`config.mk`:
```
export PLATFORM = sky130hd
export DESIGN_NAME = polygon_extend_along_direction
export DESIGN_NICKNAME = d
export VERILOG_FILES = /design/src/pead_pkg.sv /design/src/polygon_extend_along_direction.sv /design/src/pead_cfg.sv /design/src/pead_front.sv /design/src/pead_queue.sv /design/src/pead_back.sv
export SDC_FILE = /design/constraint.sdc
export NUM_CORES = 2
export LEC_CHECK = 0
export BUFFER_PORTS_ARGS = -buffer_cell sky130_fd_sc_hd__buf_4
export CAP_MARGIN = 5
export CORE_ASPECT_RATIO = 2
export CORE_MARGIN = 10
export CORE_UTILIZATION = 65
export CTS_CLUSTER_DIAMETER = 50
export DETAILED_ROUTE_END_ITERATION = 8
export PLACE_DENSITY = 0.85
export SLEW_MARGIN = 20
export SYNTH_ARGS = -nofsm -noshare
export SYNTH_HDL_FRONTEND = slang
export SYNTH_SLANG_ARGS = --single-unit
```
`constraint.sdc`:
```
create_clock -name i_clk -period 16.65 [get_ports i_clk]
set_input_delay 0.8325 -clock i_clk [delete_from_list [all_inputs] [get_ports i_clk]]
set_output_delay 0.8325 -clock i_clk [all_outputs]
set_load 0.01 [all_outputs]
```
`src/pead_pkg.sv`:
```
// types, constants and helpers shared by the polygon sweep extension block
// no dependencies

package pead_pkg;

    localparam int MaxVertices = 256;
    localparam int IdxW        = $clog2(MaxVertices);
    localparam int CoordW      = 32;
    localparam int NormW       = 16;
    localparam int RangeW      = 8;
    localparam int CfgIdxW     = 3;
    localparam int CfgDataW    = 32;
    localparam int ProdW       = CoordW + NormW;
    localparam int ShiftW      = CoordW + 3;
    localparam int SumW        = ShiftW + 1;
    localparam int FracShift   = 14;
    localparam int QueueDepth  = 4;
    localparam int QPtrW       = $clog2(QueueDepth);

    typedef enum logic [CfgIdxW-1:0] {
        CFG_DIR_X           = 3'd0,
        CFG_DIR_Y           = 3'd1,
        CFG_MOVE_DISTANCE   = 3'd2,
        CFG_RANGE_FIRST     = 3'd3,
        CFG_RANGE_LAST      = 3'd4,
        CFG_FIRST_EDGE_FLAT = 3'd5,
        CFG_LAST_EDGE_FLAT  = 3'd6,
        CFG_NORMALS_PRESENT = 3'd7
    } t_cfg_reg;

    typedef enum logic [1:0] {
        KIND_KEEP  = 2'd0,
        KIND_MOVE  = 2'd1,
        KIND_FIRST = 2'd2,
        KIND_LAST  = 2'd3
    } t_kind;

    typedef struct packed {
        logic signed [CoordW-1:0] vertex_x;
        logic signed [CoordW-1:0] vertex_y;
        logic signed [NormW-1:0]  normal_x;
        logic signed [NormW-1:0]  normal_y;
        logic                     final_vertex;
    } t_in_item;

    typedef struct packed {
        logic signed [CoordW-1:0] out_x;
        logic signed [CoordW-1:0] out_y;
        logic signed [NormW-1:0]  out_normal_x;
        logic signed [NormW-1:0]  out_normal_y;
        logic                     run_end;
        logic                     polygon_end;
    } t_out_item;

    typedef struct packed {
        logic signed [NormW-1:0]  dir_x;
        logic signed [NormW-1:0]  dir_y;
        logic signed [CoordW-1:0] move_distance;
        logic [RangeW-1:0]        range_first;
        logic [RangeW-1:0]        range_last;
        logic                     first_edge_flat;
        logic                     last_edge_flat;
        logic                     normals_present;
    } t_cfg;

    typedef struct packed {
        t_kind                    kind;
        logic signed [CoordW-1:0] vertex_x;
        logic signed [CoordW-1:0] vertex_y;
        logic signed [NormW-1:0]  normal_x;
        logic signed [NormW-1:0]  normal_y;
        logic                     final_vertex;
    } t_work;

    function automatic logic signed [CoordW-1:0] sat_coord(input logic signed [SumW-1:0] v);
        logic signed [SumW-1:0] hi;
        logic signed [SumW-1:0] lo;
        hi = SumW'({1'b0, {(CoordW-1){1'b1}}});
        lo = -hi - SumW'(1);
        if (v > hi) begin
            return hi[CoordW-1:0];
        end else if (v < lo) begin
            return lo[CoordW-1:0];
        end
        return v[CoordW-1:0];
    endfunction

endpackage

```
`src/polygon_extend_along_direction.sv`:
```
// top level of the polygon sweep extension block
// depends on pead_pkg, pead_cfg, pead_front, pead_queue, pead_back
//
// Vertices enter on i_valid/o_stall with i_data, in polygon order; final_vertex
// closes a polygon and restarts the vertex index. Results leave on
// o_valid/i_stall with o_data; run_end marks the last result of a vertex and
// polygon_end the last result of a polygon.
// Configuration: i_cfg_we writes i_cfg_data into register i_cfg_idx; the user
// must write only while no transaction is in flight, as the block does not enforce it.
// The sweep offset settles through the product and offset registers after a write.
// A vertex accepted into the front register passes through the queue and shows
// its first result in the output register.
// Throughput: one vertex per cycle while the queue has room; the output register emits
// one result per cycle while the receiver does not stall, so the first and last vertices
// of the swept range, which give two results unless their edge is flat, hold their queue
// entry for both. The single offset multiplier per axis works on configuration only and
// does not limit the rate. Reset (synchronous, active low) restores register defaults,
// empties the queue and clears the vertex index. When the receiver stalls, the output
// holds, the four-entry queue and front register fill, then o_stall rises.

module polygon_extend_along_direction (
    input  logic                            i_clk,
    input  logic                            i_rst_n,
    input  logic                            i_valid,
    output logic                            o_stall,
    input  pead_pkg::t_in_item              i_data,
    output logic                            o_valid,
    input  logic                            i_stall,
    output pead_pkg::t_out_item             o_data,
    input  logic                            i_cfg_we,
    input  logic [pead_pkg::CfgIdxW-1:0]    i_cfg_idx,
    input  logic [pead_pkg::CfgDataW-1:0]   i_cfg_data
);

    pead_pkg::t_cfg     w_cfg;
    pead_pkg::t_work    w_work;
    pead_pkg::t_work    w_head;
    logic               w_push;
    logic               w_pop;
    logic               w_full;
    logic               w_head_valid;

    pead_cfg u_cfg (
        .i_clk      (i_clk),
        .i_rst_n    (i_rst_n),
        .i_cfg_we   (i_cfg_we),
        .i_cfg_idx  (i_cfg_idx),
        .i_cfg_data (i_cfg_data),
        .o_cfg      (w_cfg)
    );

    pead_front u_front (
        .i_clk   (i_clk),
        .i_rst_n (i_rst_n),
        .i_valid (i_valid),
        .o_stall (o_stall),
        .i_data  (i_data),
        .i_cfg   (w_cfg),
        .i_full  (w_full),
        .o_push  (w_push),
        .o_work  (w_work)
    );

    pead_queue u_queue (
        .i_clk   (i_clk),
        .i_rst_n (i_rst_n),
        .i_push  (w_push),
        .i_work  (w_work),
        .i_pop   (w_pop),
        .o_full  (w_full),
        .o_valid (w_head_valid),
        .o_head  (w_head)
    );

    pead_back u_back (
        .i_clk        (i_clk),
        .i_rst_n      (i_rst_n),
        .i_cfg        (w_cfg),
        .i_head_valid (w_head_valid),
        .i_head       (w_head),
        .o_pop        (w_pop),
        .o_valid      (o_valid),
        .i_stall      (i_stall),
        .o_data       (o_data)
    );

endmodule

```
`src/pead_cfg.sv`:
```
// configuration register file for the polygon sweep extension block
// depends on pead_pkg

module pead_cfg (
    input  logic                            i_clk,
    input  logic                            i_rst_n,
    input  logic                            i_cfg_we,
    input  logic [pead_pkg::CfgIdxW-1:0]    i_cfg_idx,
    input  logic [pead_pkg::CfgDataW-1:0]   i_cfg_data,
    output pead_pkg::t_cfg                  o_cfg
);

    pead_pkg::t_cfg r_cfg;

    always_ff @(posedge i_clk) begin
        if (!i_rst_n) begin
            r_cfg.dir_x           <= 16'sd16384;
            r_cfg.dir_y           <= '0;
            r_cfg.move_distance   <= '0;
            r_cfg.range_first     <= '0;
            r_cfg.range_last      <= '0;
            r_cfg.first_edge_flat <= 1'b0;
            r_cfg.last_edge_flat  <= 1'b0;
            r_cfg.normals_present <= 1'b0;
        end else if (i_cfg_we) begin
            case (pead_pkg::t_cfg_reg'(i_cfg_idx))
                pead_pkg::CFG_DIR_X: begin
                    r_cfg.dir_x <= i_cfg_data[pead_pkg::NormW-1:0];
                end
                pead_pkg::CFG_DIR_Y: begin
                    r_cfg.dir_y <= i_cfg_data[pead_pkg::NormW-1:0];
                end
                pead_pkg::CFG_MOVE_DISTANCE: begin
                    r_cfg.move_distance <= i_cfg_data[pead_pkg::CoordW-1:0];
                end
                pead_pkg::CFG_RANGE_FIRST: begin
                    r_cfg.range_first <= i_cfg_data[pead_pkg::RangeW-1:0];
                end
                pead_pkg::CFG_RANGE_LAST: begin
                    r_cfg.range_last <= i_cfg_data[pead_pkg::RangeW-1:0];
                end
                pead_pkg::CFG_FIRST_EDGE_FLAT: begin
                    r_cfg.first_edge_flat <= i_cfg_data[0];
                end
                pead_pkg::CFG_LAST_EDGE_FLAT: begin
                    r_cfg.last_edge_flat <= i_cfg_data[0];
                end
                pead_pkg::CFG_NORMALS_PRESENT: begin
                    r_cfg.normals_present <= i_cfg_data[0];
                end
                default: begin
                end
            endcase
        end
    end

    assign o_cfg = r_cfg;

endmodule

```
`src/pead_front.sv`:
```
// front stage: accepts vertices, tracks the vertex index and classifies each vertex
// depends on pead_pkg

module pead_front (
    input  logic                i_clk,
    input  logic                i_rst_n,
    input  logic                i_valid,
    output logic                o_stall,
    input  pead_pkg::t_in_item  i_data,
    input  pead_pkg::t_cfg      i_cfg,
    input  logic                i_full,
    output logic                o_push,
    output pead_pkg::t_work     o_work
);

    logic                       r_fv;
    pead_pkg::t_work            r_work;
    logic [pead_pkg::IdxW-1:0]  r_idx;
    logic [pead_pkg::IdxW-1:0]  n_idx;
    pead_pkg::t_kind            w_kind;
    logic                       w_accept;
    logic                       w_is_first;
    logic                       w_is_last;
    logic                       w_in_range;
    logic [31:0]                w_i;
    logic [31:0]                w_first;
    logic [31:0]                w_last;

    assign o_stall  = r_fv && i_full;
    assign w_accept = i_valid && !o_stall;
    assign o_push   = r_fv && !i_full;
    assign o_work   = r_work;

    always_comb begin
        w_i        = 32'(r_idx);
        w_first    = 32'(i_cfg.range_first);
        w_last     = 32'(i_cfg.range_last);
        w_is_first = (w_i == w_first) && !i_cfg.first_edge_flat;
        w_is_last  = (w_i == w_last) && !i_cfg.last_edge_flat;
        if (w_first > w_last) begin
            w_in_range = (w_i <= w_last) || (w_i >= w_first);
        end else begin
            w_in_range = (w_i >= w_first) && (w_i <= w_last);
        end
        if (w_is_first) begin
            w_kind = pead_pkg::KIND_FIRST;
        end else if (w_is_last) begin
            w_kind = pead_pkg::KIND_LAST;
        end else if (w_in_range) begin
            w_kind = pead_pkg::KIND_MOVE;
        end else begin
            w_kind = pead_pkg::KIND_KEEP;
        end
        // index wraps after the largest polygon
        if (i_data.final_vertex || (w_i == 32'(pead_pkg::MaxVertices - 1))) begin
            n_idx = '0;
        end else begin
            n_idx = r_idx + pead_pkg::IdxW'(1);
        end
    end

    always_ff @(posedge i_clk) begin
        if (!i_rst_n) begin
            r_fv  <= 1'b0;
            r_idx <= '0;
        end else if (w_accept) begin
            r_fv  <= 1'b1;
            r_idx <= n_idx;
        end else if (o_push) begin
            r_fv <= 1'b0;
        end
    end

    always_ff @(posedge i_clk) begin
        if (w_accept) begin
            r_work.kind         <= w_kind;
            r_work.vertex_x     <= i_data.vertex_x;
            r_work.vertex_y     <= i_data.vertex_y;
            r_work.normal_x     <= i_data.normal_x;
            r_work.normal_y     <= i_data.normal_y;
            r_work.final_vertex <= i_data.final_vertex;
        end
    end

endmodule

```
`src/pead_queue.sv`:
```
// small fifo of classified vertices between the front and back stages
// depends on pead_pkg

module pead_queue (
    input  logic            i_clk,
    input  logic            i_rst_n,
    input  logic            i_push,
    input  pead_pkg::t_work i_work,
    input  logic            i_pop,
    output logic            o_full,
    output logic            o_valid,
    output pead_pkg::t_work o_head
);

    pead_pkg::t_work                r_mem [pead_pkg::QueueDepth];
    logic [pead_pkg::QPtrW-1:0]     r_wr;
    logic [pead_pkg::QPtrW-1:0]     r_rd;
    logic [pead_pkg::QPtrW:0]       r_count;
    logic                           w_do_pop;

    assign o_full   = (r_count == (pead_pkg::QPtrW+1)'(pead_pkg::QueueDepth));
    assign o_valid  = (r_count != '0);
    assign o_head   = r_mem[r_rd];
    assign w_do_pop = i_pop && o_valid;

    always_ff @(posedge i_clk) begin
        if (!i_rst_n) begin
            r_wr    <= '0;
            r_rd    <= '0;
            r_count <= '0;
        end else begin
            if (i_push) begin
                r_wr <= r_wr + pead_pkg::QPtrW'(1);
            end
            if (w_do_pop) begin
                r_rd <= r_rd + pead_pkg::QPtrW'(1);
            end
            if (i_push && !w_do_pop) begin
                r_count <= r_count + (pead_pkg::QPtrW+1)'(1);
            end else if (!i_push && w_do_pop) begin
                r_count <= r_count - (pead_pkg::QPtrW+1)'(1);
            end
        end
    end

    always_ff @(posedge i_clk) begin
        if (i_push) begin
            r_mem[r_wr] <= i_work;
        end
    end

endmodule

```
`src/pead_back.sv`:
```
// back stage: computes the sweep offset, emits one or two output vertices per entry
// depends on pead_pkg

module pead_back (
    input  logic                i_clk,
    input  logic                i_rst_n,
    input  pead_pkg::t_cfg      i_cfg,
    input  logic                i_head_valid,
    input  pead_pkg::t_work     i_head,
    output logic                o_pop,
    output logic                o_valid,
    input  logic                i_stall,
    output pead_pkg::t_out_item o_data
);

    logic signed [pead_pkg::ProdW-1:0]   r_prod_x;
    logic signed [pead_pkg::ProdW-1:0]   r_prod_y;
    logic signed [pead_pkg::ShiftW-1:0]  r_tx;
    logic signed [pead_pkg::ShiftW-1:0]  r_ty;
    logic signed [pead_pkg::ProdW:0]     w_rx;
    logic signed [pead_pkg::ProdW:0]     w_ry;
    logic signed [pead_pkg::CoordW-1:0]  w_mx;
    logic signed [pead_pkg::CoordW-1:0]  w_my;
    logic signed [pead_pkg::NormW-1:0]   w_ccw_x;
    logic signed [pead_pkg::NormW-1:0]   w_ccw_y;
    logic signed [pead_pkg::NormW-1:0]   w_cw_x;
    logic signed [pead_pkg::NormW-1:0]   w_cw_y;
    logic                                r_ov;
    logic                                r_phase;
    logic                                n_phase;
    pead_pkg::t_out_item                 r_out;
    pead_pkg::t_out_item                 n_out;
    logic                                w_load;
    logic                                w_two;

    // offset = round(dir * distance / 2^14), ties toward plus infinity
    assign w_rx = (pead_pkg::ProdW+1)'(r_prod_x) + (pead_pkg::ProdW+1)'(8192);
    assign w_ry = (pead_pkg::ProdW+1)'(r_prod_y) + (pead_pkg::ProdW+1)'(8192);

    always_ff @(posedge i_clk) begin
        r_prod_x <= i_cfg.dir_x * i_cfg.move_distance;
        r_prod_y <= i_cfg.dir_y * i_cfg.move_distance;
        r_tx     <= pead_pkg::ShiftW'(w_rx >>> pead_pkg::FracShift);
        r_ty     <= pead_pkg::ShiftW'(w_ry >>> pead_pkg::FracShift);
    end

    assign w_mx = pead_pkg::sat_coord(pead_pkg::SumW'(i_head.vertex_x) + pead_pkg::SumW'(r_tx));
    assign w_my = pead_pkg::sat_coord(pead_pkg::SumW'(i_head.vertex_y) + pead_pkg::SumW'(r_ty));
    assign w_ccw_x = -i_cfg.dir_y;
    assign w_ccw_y = i_cfg.dir_x;
    assign w_cw_x  = i_cfg.dir_y;
    assign w_cw_y  = -i_cfg.dir_x;

    assign w_load  = i_head_valid && (!r_ov || !i_stall);
    assign w_two   = (i_head.kind == pead_pkg::KIND_FIRST) || (i_head.kind == pead_pkg::KIND_LAST);
    assign o_pop   = w_load && (!w_two || r_phase);
    assign o_valid = r_ov;
    assign o_data  = r_out;

    always_comb begin
        n_out.out_x        = i_head.vertex_x;
        n_out.out_y        = i_head.vertex_y;
        n_out.out_normal_x = i_head.normal_x;
        n_out.out_normal_y = i_head.normal_y;
        n_out.run_end      = 1'b1;
        n_out.polygon_end  = i_head.final_vertex;
        n_phase            = 1'b0;
        case (i_head.kind)
            pead_pkg::KIND_KEEP: begin
            end
            pead_pkg::KIND_MOVE: begin
                n_out.out_x = w_mx;
                n_out.out_y = w_my;
            end
            pead_pkg::KIND_FIRST: begin
                if (!r_phase) begin
                    n_out.out_normal_x = w_ccw_x;
                    n_out.out_normal_y = w_ccw_y;
                    n_out.run_end      = 1'b0;
                    n_out.polygon_end  = 1'b0;
                    n_phase            = 1'b1;
                end else begin
                    n_out.out_x = w_mx;
                    n_out.out_y = w_my;
                end
            end
            pead_pkg::KIND_LAST: begin
                if (!r_phase) begin
                    n_out.out_x        = w_mx;
                    n_out.out_y        = w_my;
                    n_out.out_normal_x = w_cw_x;
                    n_out.out_normal_y = w_cw_y;
                    n_out.run_end      = 1'b0;
                    n_out.polygon_end  = 1'b0;
                    n_phase            = 1'b1;
                end
            end
            default: begin
            end
        endcase
        if (!i_cfg.normals_present) begin
            n_out.out_normal_x = '0;
            n_out.out_normal_y = '0;
        end
    end

    always_ff @(posedge i_clk) begin
        if (!i_rst_n) begin
            r_ov    <= 1'b0;
            r_phase <= 1'b0;
        end else if (w_load) begin
            r_ov    <= 1'b1;
            r_phase <= n_phase;
        end else if (!i_stall) begin
            r_ov <= 1'b0;
        end
    end

    always_ff @(posedge i_clk) begin
        if (w_load) begin
            r_out <= n_out;
        end
    end

    // second half of a duplicated vertex is still owed
    a_phase_has_entry: assert property (@(posedge i_clk) disable iff (!i_rst_n)
        r_phase |-> i_head_valid)
        else $error("phase set with empty queue");

    a_phase_two_kind: assert property (@(posedge i_clk) disable iff (!i_rst_n)
        r_phase |-> (i_head.kind == pead_pkg::KIND_FIRST || i_head.kind == pead_pkg::KIND_LAST))
        else $error("phase set on single-result entry");

    a_open_run_phase: assert property (@(posedge i_clk) disable iff (!i_rst_n)
        (r_ov && !r_out.run_end) |-> r_phase)
        else $error("run left open without pending second result");

    a_poly_end_run_end: assert property (@(posedge i_clk) disable iff (!i_rst_n)
        (r_ov && r_out.polygon_end) |-> r_out.run_end)
        else $error("polygon end on non-final result of a vertex");

endmodule

```
Yosys cells after proc, flatten, opt, wreduce, memory -nomap -nowiden
Memories as Yosys holds them, arrays and structs flattened. A register that Yosys moved wholly into a read port is not among the register bits. Index checks and enable logic that the tools add are counted.

Register bits: 464. Memory bits (writable): 396. Input bits: 137. Output and inout bits: 100. Word-level logic and storage cells: 138. Memories kept: 1.

Add/subtract/negate cells: 11. Multiply operators: 2. Magnitude comparators: 7. Equality and inequality tests: 15. Multiplexer cells: 31. Reductions and logical operators: 39.

Memory list: u_queue.r_mem (depth 4, bits a word 99, read ports 1, clocked after Yosys merged registers in 1, wr ports 1, RTL line pead_queue.sv:15) `pead_pkg::t_work r_mem [pead_pkg::QueueDepth];`.

Operator list (number): 32-bit 2-to-1 mux (6); 64-bit one-hot mux with 3 select lines (1); 48-bit by 15-bit adder with 49-bit output (second input constant) (2); 98-bit 2-to-1 mux (1); 16-bit by 32-bit multiplier with 48-bit output (2); 32-bit by 35-bit adder with 36-bit output (2); 36-bit by 32-bit greater-than comparator with 1-bit output (second input constant) (2); 36-bit by 32-bit less-than comparator with 1-bit output (second input constant) (2); 34-bit one-hot mux with 2 select lines (1); 64-bit 2-to-1 mux (1); 34-bit 2-to-1 mux (1); 16-bit negator (2); 8-bit == test (2); 2-bit AND reduction (8); 3-bit == test (second input constant) (5); 1-bit 2-to-1 mux (15); 1-bit logical AND (11); 1-bit zero test (9); 8-bit by 1-bit adder with 8-bit output (second input constant) (1); 8-bit == test (second input constant) (1); 8-bit >= comparator (1); 8-bit greater-than comparator (1); 8-bit <= comparator (1); 8-bit 2-to-1 mux (1); 15 further kinds (26).

Logic depth before layout (Yosys ltp)
Word-level depth: 9. Gate-level depth with buffers: 26. Depth with buffers taken out: 24.

By module
From an unflattened synthesis, not the netlist that was laid out.

Cells, all modules: 6394. Area, all modules: 69341.5 um^2.

Modules (own cells, without submodules): pead_back (times used 1, cells each 5298, area an instance 47501.8 um^2, sequential area each 5785.5 um^2); pead_queue (times used 1, cells each 560, area an instance 14705.4 um^2, sequential area each 12071.6 um^2); pead_front (times used 1, cells each 223, area an instance 3992.6 um^2, sequential area each 3153.0 um^2); pead_cfg (times used 1, cells each 313, area an instance 3141.8 um^2, sequential area each 1661.6 um^2).

Worst setup path before layout
Ideal clock, no wire load.

Path kind: input to register. From: input i_stall. To: register u_queue.r_count[2] in the netlist's numbering. Library setup time: 76 ps. Arrival time: 7419 ps. Data required time: 16574 ps. Setup slack: 9156 ps. Stages: 8. Path buffers: 0. Cells stage by stage: a21oi_1 -> nand2_1 -> ha_1 -> inv_1 -> fa_1 -> xor2_1 -> or3_1 -> a21boi_0.

Cells in the longest elaborated chain, start to end: 8. Elaborated cells between the ends (all ways): 10. Those cells by class: mux (1); reduce/logical (9).

Ends and longest elaborated chain: start, declared (RTL line polygon_extend_along_direction.sv:28) `input logic i_stall,`; 1-bit zero test (*) (RTL line pead_back.sv:54) `assign w_load = i_head_valid && (!r_ov || !i_stall);`; 1-bit logical OR (*) (RTL line pead_back.sv:54); 1-bit logical AND (*) (RTL line pead_back.sv:54); 1-bit logical AND (*) (RTL line pead_back.sv:56) `assign o_pop = w_load && (!w_two || r_phase);`; 1-bit logical AND (*) (RTL line pead_queue.sv:24) `assign w_do_pop = i_pop && o_valid;`; 1-bit zero test (RTL line pead_queue.sv:38) `if (i_push && !w_do_pop) begin`; 1-bit logical AND (RTL line pead_queue.sv:38); 3-bit 2-to-1 mux / 2-bit nonzero test (equally long branches); end signal, assigned (RTL line pead_queue.sv:39) `r_count <= r_count + (pead_pkg::QPtrW+1)'(1);`; end signal, assigned (RTL line pead_queue.sv:41) `r_count <= r_count - (pead_pkg::QPtrW+1)'(1);`; end, declared (RTL line pead_queue.sv:18) `logic [pead_pkg::QPtrW:0] r_count;`.

Every way passes the cells marked *; elsewhere a longest branch is shown, timed or not. A chain may end at the register's enable or synchronous reset.

Worst setup path after layout
From: register u_cfg.r_cfg, in the netlist u_cfg.o_cfg[30]. To: register u_back.r_prod_y[41] in the netlist's numbering.

Cells in the longest elaborated chain, start to end: 1.

Ends and longest elaborated chain: start, declared (RTL line pead_cfg.sv:13) `pead_pkg::t_cfg r_cfg;`; 16-bit by 32-bit multiplier with 48-bit output (RTL line pead_back.sv:42) `r_prod_y <= i_cfg.dir_y * i_cfg.move_distance;`; end signal, assigned (RTL line pead_back.sv:42); end, declared (RTL line pead_back.sv:17) `logic signed [pead_pkg::ProdW-1:0] r_prod_y;`.

No other way between the ends.

==> results.tsv <==
stage	metric	value	unit
synthesis	Yosys reg bits	836	
grt	global-route wire length before repair	302000	µm
worst_setup_path	RR Endpoint	u_back.r_prod_y[41]$_DFF_P_	
grt	Overflow after GRT	0	
worst_setup_path	crit end category	flip-flop	
routing	M1 WL	62000	µm
floorplan	# IOs	237	
worst_setup_path	worst setup path endpoint	u_back.r_prod_y[41]$_DFF_P_	
routing	metal3 WL	16600	µm
timing	Final Hold Fails	0	
timing	relative slew slack	22.8	%
synthesis	Syn Std Cell Area	69900	µm²
flow_run	max-cap viol count	0	
routing	Vias per Instance	6.19	
worst_setup_path	FF-to-FF path depth	21	
grt	largest net degree at the start of global routing	97	
cts	clock-pin slew on the worst setup and hold paths	0.07	ns
floorplan	Row Count	170	
synthesis	ys async rst share	0	%
timing	sum of negative setup slack	0	ns
routing	DR iter-0 viols	4260	
cts	Sink Count	836	
floorplan	DIE HEIGHT	484	µm
finish	# fillers	7323	
synthesis	cells after synthesis	6524	
routing	routed wl met2	102000	µm
finish	Syn-to-layout area delta	8.08	%
pwr	Comb power frac	26.9	%
synthesis	main flop type after synthesis	edfxtp_1	
pwr	clock share of power	30.1	%
synthesis	register area share after synthesis	32.5	%
timing	Final Skew	0.0685	ns
timing	RSZ-0062 raised after global routing	false	
pwr	Sw Share	32.8	%
pwr	total power draw	6260	µW
worst_setup_path	Crit Path Class	flip-flop to flip-flop	
pwr	Sw Pwr	2060	µW
run_status	status	complete, no violations	
finish	commonest non-fill, non-tap cell in the layout	inv_1	
routing	# DRC	0	
finish	Sequential cell area	22700	µm²
worst_setup_path	Crit-path slowest cell	dfxtp_1	
cts	post-CTS setup buffer count	0	
floorplan	Starting Density	65.3	%
timing	period utilization	45.0	%
finish	area occupied by multi-input gates	41600	µm²
pwr	Reg power frac	43.0	%
cts	root buffer cell	clkbuf_16	
grt	gr usage total	32.9	%
synthesis	syn_nets	7960	
cts	CTS tree	built	
timing	Final Slew Violations	0	
min_path	startpoint of the worst hold path	i_data[25]	
cts	H-tree levels	3	
finish	layout cell share with drive strength beyond 1	9.32	%
worst_setup_path	WP data required	17.24	ns
cts	Hold-fix buffers, CTS	0	
pwr	Leak	0.0334	µW
synthesis	Post-synth EDFFs	593	
place	area of placed instances	72800	µm²
routing	DRT Wirelength	197000	µm
synthesis	Synth Warn #	0	
pwr	Peak supply drop	0.0971	mV
min_path	worst hold path type	input pin to flip-flop	
synthesis	count of cell types in the netlist	90	
routing	Avg WL per Cell	24.6	µm
grt	number of global-route vias before repair	53697	
worst_setup_path	worst setup path start	u_cfg.o_cfg[30]$_SDFFE_PN0P_	
floorplan	core footprint	107000	µm²
routing	top sig layer	met5	
worst_setup_path	CP Cell Sequence	buf_4, nand2_1, fa_1, fa_1, fa_1, inv_1, fa_1, fa_1, inv_1, fa_1, inv_1, ha_1, a211o_1, a2111o_1, a21o_1, and4_1, o2111ai_1, a21boi_0, a221oi_1, o21bai_1, xor2_1	
worst_setup_path	Reg2Reg Setup Slack	9.16	ns
timing	crit path time final	7.49	ns
routing	routed vias	49786	
routing	DRT Pass-1 Iters	8	
floorplan	die area	122000	µm²
cts	worst-skew pair later-pin latency	0.73	ns
pwr	Internal	4210	µW
finish	most frequent cells in the layout	inv_1 (1151), fa_1 (973), nand2_1 (925)	
place	post-detail-place hpwl	144000	µm
worst_setup_path	CP Data Arrival Time	8.09	ns
cts	clock tree buffer depth	3	
timing	Finish-stage setup viols	0	
worst_setup_path	delay of the slowest critical-path stage	0.90	ns
grt	initial antenna violation count	2	
routing	antenna-violating nets left	0	
cts	cts bufs inserted	78	
finish	final instance area	75500	µm²
timing	Max Fclk	133	MHz
worst_setup_path	Critical R2R Launch	u_cfg.o_cfg[30]$_SDFFE_PN0P_	
worst_setup_path	CP dominant cell by count	fa_1	
worst_setup_path	crit-path max FO	22	
worst_setup_path	Startpoint Class	flip-flop	
place	placer congestion estimate	0.966	
pwr	Power Density	82.9	nW/µm²
floorplan	Die Width	252	µm
cts	post_cts resized	0	
place	PortBufs	236	
finish	Nets	8030	
synthesis	Post-Syn Area per Cell	10.7	µm²
timing	Slew @ Worst Pin	1.16	ns
timing	Hold WS	0.270	ns
## worst min path at each step
stage               slack [ns]                            to  cells after the start
floorplan                 0.42       u_back.r_ty[14]$_DFF_P_                      1
global placement          0.45       u_back.r_ty[16]$_DFF_P_                      1
detailed placement        0.44       u_back.r_ty[16]$_DFF_P_                      1
CTS                       0.23  u_front.o_work[20]$_DFFE_PP_                      1
global route              0.24  u_front.o_work[18]$_DFFE_PP_                      1
finish                    0.27  u_front.o_work[25]$_DFFE_PP_                      1
## power by group through the flow
stage                     Combinational, µW  Sequential [µW]  Clock [µW]
after floorplan                         976             2750           0
after global placement                 1600             2720           0
after detailed placement               1630             2730           0
after CTS                              1660             2690        1910
after global routing                   1790             2710        1980
final                                  1680             2690        1890
## registers in the layout, indices dropped and copies added (netlist names), named ones only
register / cells
u_back.r_prod_y: 35
u_queue.r_mem: 396
u_queue.r_count: 3
u_queue.r_wr: 2
u_queue.r_rd: 2
u_back.o_valid: 1
u_back.r_prod_x: 35
u_cfg.o_cfg: 83
u_front.o_work: 99
u_back.r_tx: 35
u_back.r_phase: 1
u_front.r_idx: 8
u_back.r_ty: 35
u_front.r_fv: 1
u_back.o_data: 98
## area by class of cell
| class | count | area share, % |
|---|---|---|
| Clock buffer | 89 | 2.68 |
| Antenna cell | 4 | 0.0133 |
| Tap cell | 1376 | 2.28 |
| Multi-Input combinational cell | 4205 | 55.1 |
| Clock inverter | 57 | 0.918 |
| Timing Repair Buffer | 319 | 3.18 |
| Sequential cell | 836 | 30.0 |
| Inverter | 1154 | 5.74 |
## worst max-delay path, delay by kind of cell (launching register included)
family,cells,cell delay (ns)
compound gates,7,2.15
xor+xnor,1,0.15
fa+ha+maj,7,3.36
buf+inv,4,0.48
flops,1,0.90
simple gates,2,0.35
## metrics by stage
step | setup WS, ns | utilization (%) | cells
floorplan | 9.16 | - | 6524
global placement | 9.24 | 68.0 | 7889
detailed placement | 9.18 | 68.0 | 7889
CTS | 9.19 | 70.5 | 8035
global route | 8.94 | 70.6 | 8037
finish | 9.16 | 70.6 | 8040
## Yosys cell counts (all sizes together), types with 54 or more instances
master	count	area share, %
a21boi	94	1.0
a21o	54	0.58
a21oi	172	1.2
and2	428	3.8
clkbuf	291	1.6
dfxtp	243	7.0
edfxtp	593	25
fa	973	28
ha	326	5.8
inv	1152	6.2
mux4	98	3.2
nand2	925	5.0
nand3	67	0.49
nor2	208	1.1
o21ai	94	0.67
xnor2	157	2.0
xor2	84	1.1
## cell families after synthesis
group / count (synthesis) / synth area share (%)
compound gates: 679 / 6.75
buf+inv: 1483 / 8.02
mux: 111 / 3.35
simple gates: 1875 / 12.7
fa+ha+maj: 1299 / 33.7
xor+xnor: 241 / 3.02
flops: 836 / 32.5
## routing by layer
layer  track usage (%)  vias to the layer above
met3              6.13                      988
met1              34.7                    24922
met4              24.0                        2
met5                 0                        -
li1                  -                    20968
met2              58.0                     2906
Note: power is estimated with default switching activity, not from simulation.
